### src/rtl/tks_pkg.sv
// ----------------------------------------------------------------------------
// tks_pkg
// Types and constants shared by the tabu knapsack move step block.
// ----------------------------------------------------------------------------
package tks_pkg;

  localparam int MaxItems  = 32;
  localparam int TabuDepth = 5;
  localparam int NumLanes  = 4;
  localparam int LaneItems = MaxItems / NumLanes;
  localparam int IdxW      = $clog2(MaxItems);
  localparam int LaneCntW  = $clog2(LaneItems);
  localparam int TabuIdxW  = $clog2(TabuDepth);
  localparam int TabuCntW  = $clog2(TabuDepth + 1);

  localparam logic [28:0] CapReset   = 29'd6404180;
  localparam logic [5:0]  ItemsReset = 6'd24;

  // request codes
  localparam logic [1:0] ReqLoad  = 2'd0;
  localparam logic [1:0] ReqStart = 2'd1;
  localparam logic [1:0] ReqMove  = 2'd2;
  localparam logic [1:0] ReqBad   = 2'd3;

  // configuration register indexes
  localparam logic [0:0] CfgCapacity = 1'd0;
  localparam logic [0:0] CfgNumItems = 1'd1;

  typedef struct packed {
    logic [1:0]  req_type;
    logic [4:0]  item_index;
    logic [23:0] item_weight;
    logic [23:0] item_value;
    logic [31:0] start_solution;
    logic [4:0]  range_a;
    logic [4:0]  range_b;
    logic [31:0] random_bits;
  } in_beat_t;

  typedef struct packed {
    logic [31:0] solution;
    logic [28:0] solution_value;
    logic [28:0] candidate_value;
    logic        was_tabu;
    logic        accepted;
  } out_beat_t;

  // lane control from the sequencer
  typedef struct packed {
    logic                clear;
    logic                step;
    logic [LaneCntW-1:0] pos;
  } lane_ctl_t;

endpackage

### src/rtl/tks_lane.sv
// ----------------------------------------------------------------------------
// tks_lane
// One evaluation lane: holds its slice of the item table and accumulates the
// weight and value of selected items, one item per cycle.
// ----------------------------------------------------------------------------
module tks_lane (
  input  logic                          clk,
  input  tks_pkg::lane_ctl_t            ctl,
  input  logic                          ld_en,
  input  logic [tks_pkg::LaneCntW-1:0]  ld_addr,
  input  logic [23:0]                   ld_weight,
  input  logic [23:0]                   ld_value,
  input  logic [tks_pkg::LaneItems-1:0] sel,
  output logic [28:0]                   sum_w,
  output logic [28:0]                   sum_v
);
  import tks_pkg::*;

  logic [23:0] wmem [LaneItems];
  logic [23:0] vmem [LaneItems];
  logic [23:0] w_rd_r, v_rd_r;
  logic        take_r, acc_r;
  logic [28:0] sum_w_r, sum_v_r;

  // item storage, registered read
  always_ff @(posedge clk) begin
    if (ld_en) begin
      wmem[ld_addr] <= ld_weight;
      vmem[ld_addr] <= ld_value;
    end
    w_rd_r <= wmem[ctl.pos];
    v_rd_r <= vmem[ctl.pos];
    take_r <= sel[ctl.pos];
    acc_r  <= ctl.step;
  end

  // accumulate one item a cycle
  always_ff @(posedge clk) begin
    if (ctl.clear) begin
      sum_w_r <= '0;
      sum_v_r <= '0;
    end else if (acc_r && take_r) begin
      sum_w_r <= sum_w_r + 29'(w_rd_r);
      sum_v_r <= sum_v_r + 29'(v_rd_r);
    end
  end

  assign sum_w = sum_w_r;
  assign sum_v = sum_v_r;
endmodule

### src/rtl/tks_merge.sv
// ----------------------------------------------------------------------------
// tks_merge
// Combines the lane sums into a total and checks it against capacity.
// ----------------------------------------------------------------------------
module tks_merge (
  input  logic        clk,
  input  logic [28:0] lane_w [tks_pkg::NumLanes],
  input  logic [28:0] lane_v [tks_pkg::NumLanes],
  input  logic [28:0] capacity,
  output logic [28:0] value
);
  import tks_pkg::*;

  logic [30:0] tw_r;
  logic [28:0] tv_r;
  logic [30:0] tw;
  logic [28:0] tv;

  always_comb begin
    tw = '0;
    tv = '0;
    for (int l = 0; l < NumLanes; l++) begin
      tw = tw + 31'(lane_w[l]);
      tv = tv + lane_v[l];
    end
  end

  always_ff @(posedge clk) begin
    tw_r <= tw;
    tv_r <= tv;
  end

  assign value = (tw_r > 31'(capacity)) ? '0 : tv_r;
endmodule

### src/rtl/tabu_knapsack_move_step.sv
// ----------------------------------------------------------------------------
// tabu_knapsack_move_step
// Each request takes one beat and produces one result beat. Load and unknown
// requests go straight to output; a move whose candidate is in the tabu list
// is answered after the candidate and tabu check states. Evaluation scans the
// item table in 4 lanes of 8 items, one item per lane per cycle, then drains
// the lane and merge registers and commits; a move first forms the candidate
// and checks the tabu list. One request is in flight at a time, and the next
// beat is accepted once the block is idle and its result is not held off.
// ----------------------------------------------------------------------------
module tabu_knapsack_move_step (
  input  logic               clk,
  input  logic               rst_n,
  input  logic               in_valid,
  output logic               in_stall,
  input  tks_pkg::in_beat_t  in_data,
  output logic               out_valid,
  input  logic               out_stall,
  output tks_pkg::out_beat_t out_data,
  input  logic               cfg_we,
  input  logic [0:0]         cfg_index,
  input  logic [28:0]        cfg_data
);
  import tks_pkg::*;

  typedef enum logic [2:0] {S_IDLE, S_CAND, S_CHECK, S_CLEAR, S_SCAN, S_MERGE, S_OUT}
    state_t;

  state_t state_r;
  in_beat_t req_r;
  logic [28:0] cap_r;
  logic [5:0] nitems_r;
  logic [31:0] cur_bits_r, cand_r;
  logic [28:0] cur_val_r;
  logic [31:0] tabu_r [TabuDepth];
  logic [TabuCntW-1:0] tcnt_r;
  logic [LaneCntW:0] cnt_r;
  logic [1:0] wait_r;
  logic hit_r;
  out_beat_t out_r;
  logic out_valid_r;
  lane_ctl_t ctl;
  logic [28:0] lane_w [NumLanes];
  logic [28:0] lane_v [NumLanes];
  logic [28:0] eval_v;
  logic [31:0] umask, rmask, cand;
  logic [4:0] lo, hi;
  logic hit;

  // mask of items in use, move range mask, candidate and tabu list lookup
  always_comb begin
    umask = '0;
    for (int i = 0; i < 32; i++) umask[i] = (6'(i) < nitems_r);
    lo = (req_r.range_a < req_r.range_b) ? req_r.range_a : req_r.range_b;
    hi = (req_r.range_a < req_r.range_b) ? req_r.range_b : req_r.range_a;
    for (int i = 0; i < 32; i++) rmask[i] = (5'(i) >= lo) && (5'(i) <= hi);
    cand = ((cur_bits_r & ~rmask) | (req_r.random_bits & rmask)) & umask;
    hit = 1'b0;
    for (int i = 0; i < TabuDepth; i++)
      if (TabuCntW'(i) < tcnt_r && tabu_r[i] == cand_r) hit = 1'b1;
  end

  assign ctl.clear = (state_r == S_CLEAR);
  assign ctl.step  = (state_r == S_SCAN);
  assign ctl.pos   = cnt_r[LaneCntW-1:0];

  // lanes, each holding items l*LaneItems .. l*LaneItems+LaneItems-1
  for (genvar l = 0; l < NumLanes; l++) begin : g_lane
    tks_lane u_lane (
      .clk(clk), .ctl(ctl),
      .ld_en(state_r == S_IDLE && in_valid && !in_stall &&
             in_data.req_type == ReqLoad &&
             in_data.item_index[IdxW-1:LaneCntW] == 2'(l)),
      .ld_addr(in_data.item_index[LaneCntW-1:0]),
      .ld_weight(in_data.item_weight), .ld_value(in_data.item_value),
      .sel(cand_r[l*LaneItems +: LaneItems]),
      .sum_w(lane_w[l]), .sum_v(lane_v[l])
    );
  end

  tks_merge u_merge (.clk(clk), .lane_w(lane_w), .lane_v(lane_v),
                     .capacity(cap_r), .value(eval_v));

  assign in_stall = (state_r != S_IDLE) || (out_valid_r && out_stall);
  assign out_valid = out_valid_r;
  assign out_data  = out_r;

  // sequencer
  always_ff @(posedge clk) begin
    if (!rst_n) begin
      state_r <= S_IDLE;
      cap_r <= CapReset;
      nitems_r <= ItemsReset;
      cur_bits_r <= '0;
      cur_val_r <= '0;
      tcnt_r <= '0;
      out_valid_r <= 1'b0;
    end else begin
      if (cfg_we) begin
        if (cfg_index == CfgCapacity) cap_r <= cfg_data;
        else nitems_r <= (cfg_data[5:0] > 6'd32) ? 6'd32 : cfg_data[5:0];
      end
      if (out_valid_r && !out_stall) out_valid_r <= 1'b0;
      case (state_r)
        S_IDLE: begin
          if (in_valid && !in_stall) begin
            req_r <= in_data;
            out_r <= '0;
            case (in_data.req_type)
              ReqStart: begin
                cand_r <= in_data.start_solution;
                state_r <= S_CLEAR;
              end
              ReqMove: begin
                state_r <= S_CAND;
              end
              default: begin
                state_r <= S_OUT;
              end
            endcase
          end
        end
        S_CAND: begin  // form candidate
          cand_r <= cand;
          state_r <= S_CHECK;
        end
        S_CHECK: begin  // tabu list lookup
          hit_r <= hit;
          state_r <= hit ? S_OUT : S_CLEAR;
        end
        S_CLEAR: begin  // clear lanes, mask start selection
          if (req_r.req_type == ReqStart) begin
            cand_r <= cand_r & umask;
            cur_bits_r <= cand_r & umask;
          end
          cnt_r <= '0;
          state_r <= S_SCAN;
        end
        S_SCAN: begin
          cnt_r <= cnt_r + 1'b1;
          if (cnt_r == (LaneCntW+1)'(LaneItems - 1)) begin
            wait_r <= 2'd0;
            state_r <= S_MERGE;
          end
        end
        S_MERGE: begin
          if (wait_r != 2'd2) begin
            wait_r <= wait_r + 1'b1;  // drain lane and merge registers
          end else begin
            // evaluation finished
            if (req_r.req_type == ReqStart) begin
              cur_val_r <= eval_v;
              tcnt_r <= '0;
            end else begin
              out_r.candidate_value <= eval_v;
              if (tcnt_r == TabuCntW'(TabuDepth)) begin
                for (int i = 0; i < TabuDepth - 1; i++) tabu_r[i] <= tabu_r[i+1];
                tabu_r[TabuDepth-1] <= cand_r;
              end else begin
                tabu_r[tcnt_r[TabuIdxW-1:0]] <= cand_r;
                tcnt_r <= tcnt_r + 1'b1;
              end
              if (eval_v > cur_val_r) begin
                cur_bits_r <= cand_r;
                cur_val_r <= eval_v;
                out_r.accepted <= 1'b1;
              end
            end
            state_r <= S_OUT;
          end
        end
        S_OUT: begin
          if (!out_valid_r) begin
            out_r.solution <= cur_bits_r;
            out_r.solution_value <= cur_val_r;
            out_r.was_tabu <= hit_r && req_r.req_type == ReqMove;
            out_valid_r <= 1'b1;
            state_r <= S_IDLE;
          end
        end
        default: state_r <= S_IDLE;
      endcase
    end
  end

  assert property (@(posedge clk) disable iff (!rst_n)
    tcnt_r <= TabuCntW'(TabuDepth)) else $error("tabu count overflow");
  assert property (@(posedge clk) disable iff (!rst_n)
    state_r != S_IDLE |-> in_stall) else $error("accept while busy");
  assert property (@(posedge clk) disable iff (!rst_n)
    out_valid && out_data.accepted |-> !out_data.was_tabu)
    else $error("tabu candidate accepted");
endmodule
### config.mk
export PLATFORM = sky130hd
export DESIGN_NAME = tabu_knapsack_move_step
export DESIGN_NICKNAME = d
export VERILOG_FILES = /design/src/rtl/tks_pkg.sv /design/src/rtl/tks_lane.sv /design/src/rtl/tks_merge.sv /design/src/rtl/tabu_knapsack_move_step.sv
export SDC_FILE = /design/constraint.sdc
export NUM_CORES = 2
export LEC_CHECK = 0
export ABC_AREA = 1
export BUFFER_PORTS_ARGS = -buffer_cell sky130_fd_sc_hd__buf_2
export CAP_MARGIN = 20
export CORE_ASPECT_RATIO = 1.4
export CORE_MARGIN = 5
export CORE_UTILIZATION = 57
export DETAILED_ROUTE_END_ITERATION = 16
export GPL_ROUTABILITY_DRIVEN = 0
export GPL_TIMING_DRIVEN = 0
export PLACE_DENSITY = 0.78
export REMOVE_ABC_BUFFERS = 1
export SETUP_SLACK_MARGIN = 0.3
export SLEW_MARGIN = 10
export SYNTH_ARGS = -nofsm -noshare
export SYNTH_HDL_FRONTEND = slang
export SYNTH_SLANG_ARGS = --single-unit
export TNS_END_PERCENT = 1
### constraint.sdc
create_clock -name clk -period 6.65 [get_ports clk]
set_input_delay 0.3325 -clock clk [delete_from_list [all_inputs] [get_ports clk]]
set_output_delay 0.3325 -clock clk [all_outputs]
set_load 0.005 [all_outputs]
==> run_results.csv <==
group,metric,value,unit
run_status,status,"finished clean",
finish,design_area,130300,um^2
timing,tns,0,ns
clocking,cts_buffers,217,
finish,fill_cells,14060,
timing,finalCriticalPeriod,5.961,ns
worst_setup_path,crit_type,"reg2reg",
synth,syn_area_per_cell,9.909,um^2
clocking,postCtsSetupBuffers,0,
synth,synth_ff_type,"edfxtp_1",
route,drtAntennaViolNets,0,
finish,nets,12480,
clocking,cts_tree,"yes",
synth,ys_ff_latch,2463,
worst_setup_path,crit_arrival,6.65,ns
min_path,hp-class,"in2reg",
clocking,clk_root_buffer_cell,"clkbuf_16",
global_route,grt_pass1_vias,88980,
global_route,grt_usage,32.52,%
worst_setup_path,crit_required,7.34,ns
placement,place_area,121200,um^2
synth,yosysTopAreaCell,"edfxtp_1",
clocking,clk_latency,0.88,ns
clocking,clkTransAtPathRegs,0.07,ns
clocking,cts-htree-levels,4,
worst_setup_path,r2r_slack,0.69,ns
global_route,antenna_found_initial,22,
die,initial_utilization,57.21,%
placement,port_buffers,257,
clocking,cts_sinks,2463,
die,dieArea,209400,um^2
timing,max_freq,0.1678,GHz
route,drc,0,
synth,yosysSeqAreaShare,59.60,%
route,vias_per_cell,6.251,
synth,synth_top_area_share,49.22,%
synth,async_flop_share,0,%
synth,synth.area.top_cells,"edfxtp_1 49%, dfxtp_1 10%, nor2_1 6.9%",
worst_setup_path,crit_end,"cur_bits_r[0]",
finish,areaGrowthSynthToFinish,14.16,%
worst_setup_path,r2r-end,"cur_bits_r[0]",
die,fp-row-count,194,
timing,finalHoldWorstSlack,0.02081,ns
worst_setup_path,worstSetupStartpoint,"cap_r[2]",
worst_setup_path,path_max_fanout,35,
power,leakage,50.23,nW
timing,rsz0062_at_grt,"no",
timing,final_max_slew_viol_count,0,
placement,hpwl,239.9,mm
die,coreArea,199500,um^2
die,die_x,388.2,um
power,power.density,459.8,nW/um^2
global_route,grt_max_degree,132,
route,routed_wl,353.1,mm
finish,drive_gt1_share,8.176,%
worst_setup_path,critPathLaunchType,"flip-flop",
route,avgRoutedWirePerCell,24.00,um
die,die_height,539.5,um
worst_setup_path,r2r_start,"cap_r[2]",
synth,netlist_area,114100,um^2
worst_setup_path,end_kind,"flip-flop",
power,max-vdd-ir-drop,0.5105,mV
timing,tightest_slew,1.186,ns
clocking,clk_path_buf_depth,4,
route,vias,91950,
die,pin_count,258,
timing,skew,0.03797,ns
timing,relSlewSlack,20.19,%
run,drv_cap,0,
global_route,grt_overflow,0,
timing,finalHoldViolCount,0,
synth,synth_edf_count,1871,
synth,ys_warn_count,0,
worst_setup_path,rr_worst_depth,24,
route,drt_iter0_markers,11930,
timing,setup_viol,0,
timing,timing.final.crit_share,89.64,%
route,first_pass_iters,13,
synth,syn-instance-count,11520,
global_route,grt_pass1_wl,525.2,mm
synth,yosysUniqueCellTypes,62,
## cell usage in the layout, fill, tap and decap left out, types with 106 or more instances in the layout
cell	count
o22ai_1	196
xor2_1	144
ha_1	347
inv_1	976
dlygate4sd3_1	176
nand4_1	106
nor2_1	2076
dfxtp_1	592
nand3_1	336
buf_2	262
nand2_1	1428
edfxtp_1	1871
o21ai_0	1193
a31oi_1	231
clkbuf_16	223
a21oi_1	548
o211ai_1	120
o21ai_1	121
## through the flow
stage	util [%]	power, W	setup WS [ns]	std cells
2_1_floorplan	-	0.03785	-23.88	11010
3_3_place_gp	58.44	0.04507	-50.80	13910
3_5_place_dp	60.75	0.04577	1.011	14120
4_1_cts	65.26	0.05873	0.9327	14690
5_1_grt	65.30	0.06323	0.5316	14700
6_report	65.31	0.05992	0.6889	14710
## how the worst min path moves through the flow
stage / startpoint / endpoint / depth (start not counted)
after floorplan: rst_n / cap_r[11] / 1
after global routing: in_data[102] / g_lane[1].u_lane.wmem[5][4] / 1
final: in_data[102] / g_lane[1].u_lane.wmem[6][4] / 1
after global placement: cur_bits_r[25] / cur_bits_r[25] / 2
after detailed placement: cur_bits_r[28] / cur_bits_r[28] / 2
after CTS: in_data[102] / g_lane[3].u_lane.wmem[7][4] / 1
## per-layer routing
layer	global-route usage [%]	share of wire [%]
met1	38.78	34
met4	21.67	8.4
met2	53.10	46
met5	0	0.043
met3	7.167	12
## synthesized netlist by cell type, drive strengths merged (9+ instances only)
library cell and instances:
a211oi 16, a21boi 42, a21o 19, a21oi 549, a221oi 10, a31o 14
a31oi 231, buf 113, clkbuf 396, dfxtp 592, edfxtp 1871, fa 95
ha 347, inv 992, nand2 1437, nand3 340, nand3b 10, nand4 107
nor2 2116, nor3 105, nor3b 10, nor4 20, o2111ai 9, o211ai 120
o21a 14, o21ai 1345, o21bai 70, o221ai 15, o22ai 196, or2 49
xnor2 84, xor2 144
## final cells by class
class                   instances  area (um^2)  area share (%)
flip-flops and latches       2463        68040           52.21
multi-input cells            7548        40550           31.12
repair buffers                640         7351           5.641
clock buffers                 289         6068           4.657
inverters                     999         3784           2.904
well taps                    2646         3311           2.541
clock inverters               109         1174          0.9006
diodes                         15        37.54         0.02880
## report_power, final
part	leakage, nW	internal (W)	total (W)	switching, W
clock	3.56	0.00726	0.0129	0.00565
sequential	21.8	0.0183	0.0198	0.00158
combinational	24.8	0.00935	0.0272	0.0178
## flip-flops by register name, indices dropped and copies added (netlist names), 3 cells and up
| signal | cells |
|---|---|
| cand_r | 32 |
| cap_r | 29 |
| cnt_r | 4 |
| cur_bits_r | 32 |
| cur_val_r | 29 |
| g_lane.u_lane.sum_v | 116 |
| g_lane.u_lane.sum_w | 116 |
| g_lane.u_lane.take_r | 4 |
| g_lane.u_lane.v_rd_r | 96 |
| g_lane.u_lane.vmem | 768 |
| g_lane.u_lane.w_rd_r | 96 |
| g_lane.u_lane.wmem | 768 |
| nitems_r | 6 |
| out_data | 92 |
| req_r | 44 |
| state_r | 3 |
| tabu_r | 160 |
| tcnt_r | 3 |
| u_merge.tv_r | 29 |
| u_merge.tw_r | 31 |
## worst max-delay path, cell delays in order (launching register included)
cell and delay [ns]:
dfxtp_1 0.31, inv_1 0.06, ha_1 0.31, a21oi_1 0.16, o21ai_0 0.12, nor3b_1 0.16
o21ai_0 0.17, nand2_1 0.09, nand2_1 0.12, nand2_2 0.51, a21boi_0 0.90, ha_1 0.40
a21oi_1 0.16, o21ai_0 0.13, nand2_1 0.09, o211ai_1 0.08, a21oi_1 0.15, nand2_1 0.08
nand2_1 0.10, nand2_2 0.48, nand2_1 0.68, buf_8 0.27, nand2_1 0.11, nand2_1 0.07
nor2_1 0.04
## repair_timing
action,in CTS,in global routing
hold buffers,176,0
hold endpoints to repair,1355,0
resized for setup,0,0
## kinds of logic (layout without fill, tap and decap cells)
kind of cell	Yosys count	after routing	share of synthesized area, %
AND/OR/NAND/NOR	4211	4211	14.88
AO/OA/AOI/OAI	2667	2667	13.14
flip-flops	2463	2463	59.60
buffers and inverters	1508	2037	5.157
adder cells (fa/ha/maj)	442	442	5.470
XOR/XNOR	228	228	1.749
other	0	15	0
Note: power is estimated with default switching activity, not from simulation.
